===== src/hw/rtl/lec3_pkg.sv =====
// Shared constants and types for the 3x3 local extremum counter.
`timescale 1ns / 1ps
`default_nettype none
package lec3_pkg;

   localparam int SAMPLE_W = 32;
   localparam int COUNT_W  = 32;
   localparam int ROWS_W   = 12;
   localparam int COLS_W   = 11;
   localparam int MAX_COLS = 1024;
   localparam int ADDR_W   = $clog2(MAX_COLS);
   localparam int LIM_W    = (COLS_W > ADDR_W) ? COLS_W + 1 : ADDR_W + 1;

   localparam int CSR_IDX_W  = 8;
   localparam int CSR_DATA_W = 16;
   localparam logic [CSR_IDX_W-1:0] CSR_FRAME_ROWS = CSR_IDX_W'(0);
   localparam logic [CSR_IDX_W-1:0] CSR_FRAME_COLS = CSR_IDX_W'(1);

   localparam int RSP_DEPTH = 4;
   localparam int RSP_PTR_W = $clog2(RSP_DEPTH);
   localparam int RSP_CNT_W = RSP_PTR_W + 1;

   // Item held in the input register, in the cycle after the transfer.
   typedef struct packed {
      logic                       valid;
      logic                       test_en;
      logic                       last;
      logic [ADDR_W-1:0]          addr;
      logic signed [SAMPLE_W-1:0] sample;
   } s1_type;

   // Comparison outcome, registered from the item in the input register.
   typedef struct packed {
      logic valid;
      logic last;
      logic hit_max;
      logic hit_min;
   } s2_type;

   typedef struct packed {
      logic [COUNT_W-1:0] max_count;
      logic [COUNT_W-1:0] min_count;
   } rsp_type;

endpackage
`default_nettype wire


===== src/hw/rtl/lec3_rsp_fifo.sv =====
// Small result queue that decouples the counting pipeline from the consumer.
`timescale 1ns / 1ps
`default_nettype none
module lec3_rsp_fifo (
   input  wire                              clock,
   input  wire                              reset,
   input  wire                              push,
   input  lec3_pkg::rsp_type                push_data,
   input  wire                              pop,
   output lec3_pkg::rsp_type                head,
   output logic [lec3_pkg::RSP_CNT_W-1:0]   count_ff
);
   import lec3_pkg::*;

   rsp_type               entry_ff [RSP_DEPTH];
   logic [RSP_PTR_W-1:0]  wr_ptr_ff;
   logic [RSP_PTR_W-1:0]  rd_ptr_ff;

   assign head = entry_ff[rd_ptr_ff];

   always_ff @(posedge clock) begin
      if (push) entry_ff[wr_ptr_ff] <= push_data;
   end

   always_ff @(posedge clock) begin
      if (reset) begin
         wr_ptr_ff <= '0;
         rd_ptr_ff <= '0;
         count_ff  <= '0;
      end else begin
         if (push) wr_ptr_ff <= wr_ptr_ff + RSP_PTR_W'(1);
         if (pop)  rd_ptr_ff <= rd_ptr_ff + RSP_PTR_W'(1);
         if (push && !pop)      count_ff <= count_ff + RSP_CNT_W'(1);
         else if (pop && !push) count_ff <= count_ff - RSP_CNT_W'(1);
      end
   end

endmodule
`default_nettype wire


===== config.mk =====
export PLATFORM = sky130hd
export DESIGN_NAME = lec3_rsp_fifo
export DESIGN_NICKNAME = d
export VERILOG_FILES = /design/src/hw/rtl/lec3_pkg.sv /design/src/hw/rtl/lec3_rsp_fifo.sv
export SDC_FILE = /design/constraint.sdc
export NUM_CORES = 1
export LEC_CHECK = 0
export BUFFER_PORTS_ARGS = -buffer_cell sky130_fd_sc_hd__clkbuf_2
export CAP_MARGIN = 20
export CORE_MARGIN = 2
export CORE_UTILIZATION = 25
export DETAILED_ROUTE_END_ITERATION = 10
export SLEW_MARGIN = 20
export SYNTH_ARGS = -nofsm -noshare
export SYNTH_HDL_FRONTEND = slang
export SYNTH_SLANG_ARGS = --single-unit

===== constraint.sdc =====
create_clock -name clock -period 6.6 [get_ports clock]
set_clock_uncertainty 0.2 [all_clocks]
set_input_delay 1.32 -clock clock [delete_from_list [all_inputs] [get_ports clock]]
set_output_delay 1.32 -clock clock [all_outputs]
set_load 0.01 [all_outputs]

==> flow_summary.ini <==
[final_layout]
final_cell_mix = edfxtp_1 (256), clkbuf_2 (134), mux4_2 (60)
drive_gt1_share_pct = 45.13
final_common_cell = edfxtp_1
antenna_cells = 0
nNetsFinal = 606
syn_to_final_growth_pct = 21.40

[setup_path]
crit_path_start_kind = flop
worstSetupEndpointType = output port
worst-setup-path-type = flop to output port
reg2regPathDepth = 4
crit_fanout = 25
worstPathRequired_ns = 5.08
critPathArrivalTime_ns = 2.55

[clocking]
cts_tree = yes
cts.clk_slew.worst_paths_ns = 0.06
clock_latency_ns = 0.56
cts_setup_buffers = 0
htreeDepth = 1
ctsLongestPathBuffers = 3
cts_resized = 0
clkSinkCount = 265
root_buffer = clkbuf_16
cts_buffers = 28
holdBufCountCts = 0

[yosys]
yosys_warnings = 0
syn_area_um2 = 9727
yosysUniqueCellTypes = 21
syn_nets = 450
seq_area_frac_synth_pct = 80.89
yosys-top-cells-area = edfxtp_1 (79%), mux4_2 (14%), dfxtp_1 (1.9%)
synth_top_area_share_pct = 79.03
synthCells = 376
synth.avg_cell_area_um2 = 25.87
ys_seq_elements = 265
yosys.area.top_type = edfxtp_1

[drt]
drt_iter0_markers = 208
antenna_left = 0
drc = 0
first_pass_iters = 4
viasPerCell = 4.045
routed_wl_um = 18700
wl_per_cell_um = 17.44
num_vias = 4336

[outcome]
status = finished clean

[global_routing]
grt_pass1_vias = 4674
antenna_found_initial = 1
gr-total-overflow = 0
grt_max_degree = 51
grt_first_pass_wirelength_um = 28540
grt_usage_pct = 9.245

[timing]
rsz0062_at_grt = no
clock.fmax_mhz = 245.5
fin_ws_ns = 2.527
timing.final.setup_violations = 0
slew_violations = 0
period_needed_ns = 4.073
hold_violations = 0
worst_pin_slew_ns = 0.8510
final.setup.tns_ns = 0
period_share_pct = 61.71
slew_headroom_pct = 43.27

[placement]
dp_slack_ns = 3.012
dp_hpwl_um = 11150
gp_congestion = 0.6720
io_buffers = 134

[floorplanning]
row_count = 72
io_pins = 135
die-area_um2 = 40500
die_w_um = 201.3
coreArea_um2 = 38560
initial_core_util_pct = 25.23
die_y_um = 201.3

[run]
maxCapViolCount = 0

[power_and_ir_drop]
pwr_density_cell_nw_per_um2 = 317.5
finalPower_mw = 3.749
p_leak_nw = 3.927
max-vdd-ir-drop_v = 0.0002004

[min_path]
hold_path_depth = 2
hold_class = flop to flop
-- power by group --
part | total [mW] | internal [mW] | switching [mW] | leakage, nW
clock | 1.45 | 0.816 | 0.633 | 0.416
combinational | 0.338 | 0.156 | 0.182 | 1.08
sequential | 1.96 | 1.93 | 0.0309 | 2.43
total | 3.75 | 2.90 | 0.846 | 3.93
-- final timing paths --
| kind | from | to | slack [ns] |
|---|---|---|---|
| max | flop | head[55] | 2.53 |
| min | count_ff[2]$_SDFFE_PP0P_ | count_ff[2]$_SDFFE_PP0P_ | 0.31 |
| max reg2reg | wr_ptr_ff[0]$_SDFFE_PP0P_ | entry_ff[0][54]$_DFFE_PP_ | 4.33 |
| min reg2reg | count_ff[2]$_SDFFE_PP0P_ | count_ff[2]$_SDFFE_PP0P_ | 0.31 |
-- per-stage QoR --
stage | utilization, % | cell area (um2) | hold WS (ns) | instances
4_1_cts | 30.63 | 11810 | 0.3112 | 1072
3_5_place_dp | 28.39 | 10950 | 0.3035 | 1020
6_report | 30.63 | 11810 | 0.3078 | 1072
3_3_place_gp | 28.39 | 10950 | 0.2721 | 1020
5_1_grt | 30.63 | 11810 | 0.3319 | 1072
2_1_floorplan | - | 9727 | 0.2847 | 376
-- Yosys cell counts --
cell type,number
clkbuf_1,1
a21oi_1,1
buf_6,1
o21ai_0,1
xnor2_1,2
dfxtp_1,9
ha_1,5
clkbuf_2,1
inv_1,4
nor2_1,7
and2_1,4
buf_12,6
mux2i_1,2
xor2_1,3
nand2_1,1
mux4_1,4
or3_1,1
buf_2,6
mux4_2,60
fa_1,1
edfxtp_1,256
-- routing by layer --
layer | part of all wire (%) | vias to the layer above | GRT usage (%) | routed length [um]
li1 | - | 1925 | - | -
met1 | 44 | 2245 | 12.04 | 8144
met2 | 47 | 134 | 14.83 | 8753
met3 | 7.4 | 30 | 2.851 | 1393
met4 | 2.1 | 2 | 2.862 | 396
met5 | 0.064 | - | 0 | 12
-- cells by family (layout without fill, tap and decap cells) --
logic type | count (synthesis) | after routing | synth area share [%]
xor gates and xnor gates | 5 | 5 | 0.4503
and+or+nand+nor | 13 | 13 | 0.6303
adders and majority gates | 6 | 6 | 0.8490
DFF | 265 | 265 | 80.88
muxes | 66 | 66 | 15.18
AOI/OAI and AO/OA | 2 | 2 | 0.1028
buffers and inverters | 19 | 197 | 1.904
-- flip-flops by register name, indices dropped and copies added (netlist names), named ones only --
signal,count
entry_ff,256
count_ff,3
wr_ptr_ff,2
rd_ptr_ff,2
-- cell type report --
cell class	count	area, um2
sequential	265	7875
clock buffer	29	704.4
fill	3807	26750
multi-input combinational	92	1684
clock inverter	23	158.9
inverter	4	15.01
timing repair buffer	141	723.2
tap	518	648.1
-- worst max-delay path, stage by stage (launching register included) --
cell      delay (ns)
dfxtp_4         0.62
buf_4           0.54
mux4_1          0.64
clkbuf_2        0.15
No activity file was read; power rests on OpenSTA's default activity.
