===== config.mk =====
export PLATFORM = sky130hd
export DESIGN_NAME = lec3_window
export DESIGN_NICKNAME = d
export VERILOG_FILES = /design/src/hw/rtl/lec3_pkg.sv /design/src/hw/rtl/lec3_window.sv
export SDC_FILE = /design/constraint.sdc
export NUM_CORES = 1
export LEC_CHECK = 0
export BUFFER_PORTS_ARGS = -buffer_cell sky130_fd_sc_hd__buf_2
export CORE_MARGIN = 8
export CORE_UTILIZATION = 30
export CTS_CLUSTER_DIAMETER = 50
export DETAILED_ROUTE_END_ITERATION = 10
export PLACE_DENSITY = 0.54
export SLEW_MARGIN = 5
export SYNTH_ARGS = -nofsm -noshare
export SYNTH_HDL_FRONTEND = slang
export SYNTH_SLANG_ARGS = --single-unit

===== constraint.sdc =====
create_clock -name clock -period 5.3 [get_ports clock]
set_input_delay 0 -clock clock [delete_from_list [all_inputs] [get_ports clock]]
set_output_delay 0 -clock clock [all_outputs]
set_load 0.02 [all_outputs]

===== src/hw/rtl/lec3_pkg.sv =====
// Shared constants and types for the 3x3 local extremum counter.
`timescale 1ns / 1ps
`default_nettype none
package lec3_pkg;

   localparam int SAMPLE_W = 32;
   localparam int COUNT_W  = 32;
   localparam int ROWS_W   = 12;
   localparam int COLS_W   = 11;
   localparam int MAX_COLS = 1024;
   localparam int ADDR_W   = $clog2(MAX_COLS);
   localparam int LIM_W    = (COLS_W > ADDR_W) ? COLS_W + 1 : ADDR_W + 1;

   localparam int CSR_IDX_W  = 8;
   localparam int CSR_DATA_W = 16;
   localparam logic [CSR_IDX_W-1:0] CSR_FRAME_ROWS = CSR_IDX_W'(0);
   localparam logic [CSR_IDX_W-1:0] CSR_FRAME_COLS = CSR_IDX_W'(1);

   localparam int RSP_DEPTH = 4;
   localparam int RSP_PTR_W = $clog2(RSP_DEPTH);
   localparam int RSP_CNT_W = RSP_PTR_W + 1;

   // Item held in the input register, in the cycle after the transfer.
   typedef struct packed {
      logic                       valid;
      logic                       test_en;
      logic                       last;
      logic [ADDR_W-1:0]          addr;
      logic signed [SAMPLE_W-1:0] sample;
   } s1_type;

   // Comparison outcome, registered from the item in the input register.
   typedef struct packed {
      logic valid;
      logic last;
      logic hit_max;
      logic hit_min;
   } s2_type;

   typedef struct packed {
      logic [COUNT_W-1:0] max_count;
      logic [COUNT_W-1:0] min_count;
   } rsp_type;

endpackage
`default_nettype wire


===== src/hw/rtl/lec3_window.sv =====
// 3x3 window registers and the eight parallel strict comparisons.
`timescale 1ns / 1ps
`default_nettype none
module lec3_window (
   input  wire                            clock,
   input  wire                            reset,
   input  lec3_pkg::s1_type               s1,
   input  wire  [lec3_pkg::SAMPLE_W-1:0]  top,
   input  wire  [lec3_pkg::SAMPLE_W-1:0]  mid,
   output lec3_pkg::s2_type               s2_ff
);
   import lec3_pkg::*;

   // Column-major: 0..2 oldest column (top, mid, bottom), 6..8 newest
   logic [SAMPLE_W-1:0] window_ff [9];
   logic [SAMPLE_W-1:0] nb [8];
   logic signed [SAMPLE_W-1:0] centre;
   logic is_max;
   logic is_min;
   s2_type s2_in;

   always_comb begin
      centre = $signed(window_ff[7]);
      nb[0] = window_ff[3];
      nb[1] = window_ff[4];
      nb[2] = window_ff[5];
      nb[3] = window_ff[6];
      nb[4] = window_ff[8];
      nb[5] = top;
      nb[6] = mid;
      nb[7] = s1.sample;
      is_max = 1'b1;
      is_min = 1'b1;
      for (int i = 0; i < 8; i++) begin
         if (centre <= $signed(nb[i])) is_max = 1'b0;
         if (centre >= $signed(nb[i])) is_min = 1'b0;
      end
      s2_in.valid   = s1.valid;
      s2_in.last    = s1.last;
      s2_in.hit_max = s1.valid && s1.test_en && is_max;
      s2_in.hit_min = s1.valid && s1.test_en && is_min;
   end

   always_ff @(posedge clock) begin
      if (s1.valid) begin
         for (int i = 0; i < 6; i++) window_ff[i] <= window_ff[i + 3];
         window_ff[6] <= top;
         window_ff[7] <= mid;
         window_ff[8] <= s1.sample;
      end
   end

   always_ff @(posedge clock) begin
      if (reset) begin
         s2_ff <= '0;
      end else begin
         s2_ff <= s2_in;
      end
   end

endmodule
`default_nettype wire


==> impl_metrics.tcl <==
set metrics [dict create \
    cp_slowest_cell "nor4_1" \
    routedWlPerCell_um 16.78 \
    tns_ns 0 \
    netlist_area_sq_um 12380 \
    grt_pass1_vias 9099 \
    antenna_found_initial 5 \
    worstReg2RegStart "window_ff[0][246]$_DFFE_PP_" \
    clk_pin_slew_ns 0.07 \
    status "finished clean" \
    root_buffer "clkbuf_16" \
    synthToLayoutAreaGrowth_pct 22.83 \
    grt_max_degree 76 \
    synthCells 1105 \
    ant_nets 0 \
    multi_input_area_sq_um 5579 \
    path_cells "ha_1 > nand4_1 > nor4_1 > nand2_1 > o211a_1 > nor3_1 > o22ai_1 > or3_1 > nor4_2" \
    skew_ns 0.01117 \
    mostFrequentLayoutCell "ha_1" \
    nFillCells 4014 \
    dr.pass1.iters 4 \
    rsz0062_at_grt "no" \
    crit_type "flip-flop to flip-flop" \
    die_h_um 219.1 \
    ys_ff_latch 196 \
    grt-ovfl-total 0 \
    via_per_inst 4.689 \
    die_width_um 219.1 \
    finalHoldViolations 0 \
    max-cap-violations 0 \
    final-instance-count-excl-fill 1877 \
    post_cts_buffers 0 \
    power.density_nw_per_um2 268.5 \
    cts_tree "done" \
    routed_wl_mm 31.49 \
    portBuffers 104 \
    dpl.hpwl_mm 24.56 \
    synthFlopType "edfxtp_1" \
    setup_viol 0 \
    endpoint_kind "flip-flop" \
    start_util 0.3038 \
    die-area_sq_um 48020 \
    ff2ff_path_depth 9 \
    peakVddDrop_v 0.0001379 \
    synth_top_area_share 0.4658 \
    cts_buffer_depth 2 \
    nNetsFinal 1696 \
    yosysSeqAreaShare 0.4723 \
    rows 74 \
    maxSlewViolCount 0 \
    cts_buffers 17 \
    clk_latency_ns 0.46 \
    synth-edff-count 192 \
    r2r_end "s2_ff[1]$_SDFF_PP0_" \
    num_io_pins 115 \
    crit_end "s2_ff[1]$_SDFF_PP0_" \
    gp_congestion 0.7878 \
    yosysWarnings 0 \
    r2r_setup_slack_ns 1.99 \
    critPathMaxStageDelay_ns 0.83 \
    ctsResizeCount 0 \
    min_period_over_period 0.6237 \
    most-common-layout-cells "ha_1 (256), inv_1 (254), edfxtp_1 (192)" \
    worstPathArrival_ns 3.68 \
    worst_slew_pin_slew_ns 1.154 \
    drive_gt1_frac 0.1088 \
    dp.cells 1744 \
    async_flop_share 0 \
    drt_iter0_drc 433 \
    route.detailed.drc 0 \
    relSlewSlack 0.2105 \
    syn_avg_cell_area_sq_um 11.20 \
    core_area_sq_um 40740 \
    synthTopCellsByArea "edfxtp_1 (47%), ha_1 (26%), inv_1 (7.7%), a21oi_1 (3.8%), nand4_1 (2.8%)" \
    h-tree-depth 4 \
    route.vias.total 8801 \
    ys_types 47 \
    cts.sinks 196 \
    yosysTopAreaCell "edfxtp_1" \
    startpoint "window_ff[0][246]$_DFFE_PP_" \
    syn_nets 1472 \
    fin_hold_ws_ns 0.1188 \
    ff_latch_area_sq_um 5846 \
    final.min_clock_period_ns 3.306 \
    fmax_ghz 0.3025 \
    hold_path.class "input port to flip-flop" \
    required_ns 5.68 \
    leakagePower_nw 7.275 \
    path_max_fanout 9 \
    track_usage 0.1358 \
    start_kind "flip-flop" \
    grt_first_pass_wirelength_mm 49.75 \
]
worst max-delay path: cells and delay by family (launching register included):
family,cells,cell delay [ns]
compound gates,2,0.31
simple gates,6,1.91
fa+ha+maj,1,0.41
flops,1,0.59
Yosys cell counts (2+ instances only):
library cell	count
a2111o_1	2
a21o_1	41
mux2i_1	3
nor2_1	15
a211oi_1	6
nand3_1	18
a21oi_2	2
o21ai_1	2
dfxtp_1	4
a2111oi_0	3
nor3_1	9
nor4_1	10
o21bai_1	2
nand4_1	56
or3_1	2
inv_1	254
o21ai_0	24
a221oi_1	3
a21oi_1	93
nand2_1	43
o211a_1	2
a211o_1	2
a31oi_1	3
nor2b_1	16
ha_1	256
and4_1	7
edfxtp_1	192
nand2b_1	5
o211ai_1	11
o41ai_1	2
layer usage:
metal / vias up / GRT usage / wire length [um]
met2: 138 / 0.2234 / 14560
met5: - / 0 / 21
met3: 51 / 0.02327 / 1144
met4: 4 / 0.05583 / 968
li1: 4462 / - / -
met1: 4146 / 0.1750 / 14800
power breakdown:
group / total (mW) / switching [mW] / internal, mW
Combinational: 0.760 / 0.416 / 0.344
Sequential: 1.93 / 0.0966 / 1.83
Clock: 1.39 / 0.635 / 0.757
Total: 4.08 / 1.15 / 2.94
state kept, by name, indices dropped and copies added, names as in the netlist:
name       cells
window_ff    192
s2_ff          4
cell type report:
class                           count  share of cell area
Sequential cell                   196              0.3845
Antenna cell                        3           0.0004937
Clock buffer                       17             0.02798
Tap cell                          532             0.04378
Clock inverter                     15             0.01284
Multi-Input combinational cell    655              0.3669
Timing Repair Buffer              205              0.1008
Inverter                          254             0.06271
cell families (layout without fill, tap and decap cells):
family,count (synthesis),count (layout),synth area share
other cells,0,3,0
flops,196,196,0.4723
mux,4,4,0.003336
fa+ha+maj,256,256,0.2588
compound gates,206,206,0.1037
simple gates,189,189,0.08491
buf+inv,254,491,0.07702
what timing repair did:
action | in CTS | in global routing
endpoints found under the hold margin | 98 | 0
hold buffers | 98 | 0
endpoints found under the setup margin | 0 | 0
worst min path at each step:
stage	from	to	slack, ns	cells after the start
after floorplan	reset	s2_ff[2]$_SDFF_PP0_	0.07	1
after global placement	reset	s2_ff[2]$_SDFF_PP0_	0.19	2
after detailed placement	mid[20]	window_ff[0][244]$_DFFE_PP_	0.19	1
after CTS	s1[43]	s2_ff[1]$_SDFF_PP0_	0.11	6
after global routing	s1[44]	window_ff[0][265]$_DFFE_PP_	0.14	1
final	s1[44]	window_ff[0][170]$_DFFE_PP_	0.12	1
through the flow:
step	setup slack, ns	power, mW	instance area, sq um	util
6_report	1.994	4.083	15200	0.3732
4_1_cts	1.952	4.141	15200	0.3730
5_1_grt	1.696	4.309	15200	0.3732
3_5_place_dp	1.968	2.674	13600	0.3337
3_3_place_gp	2.106	2.646	13600	0.3337
2_1_floorplan	2.759	2.386	12380	-
Note: power is estimated with default switching activity, not from simulation.
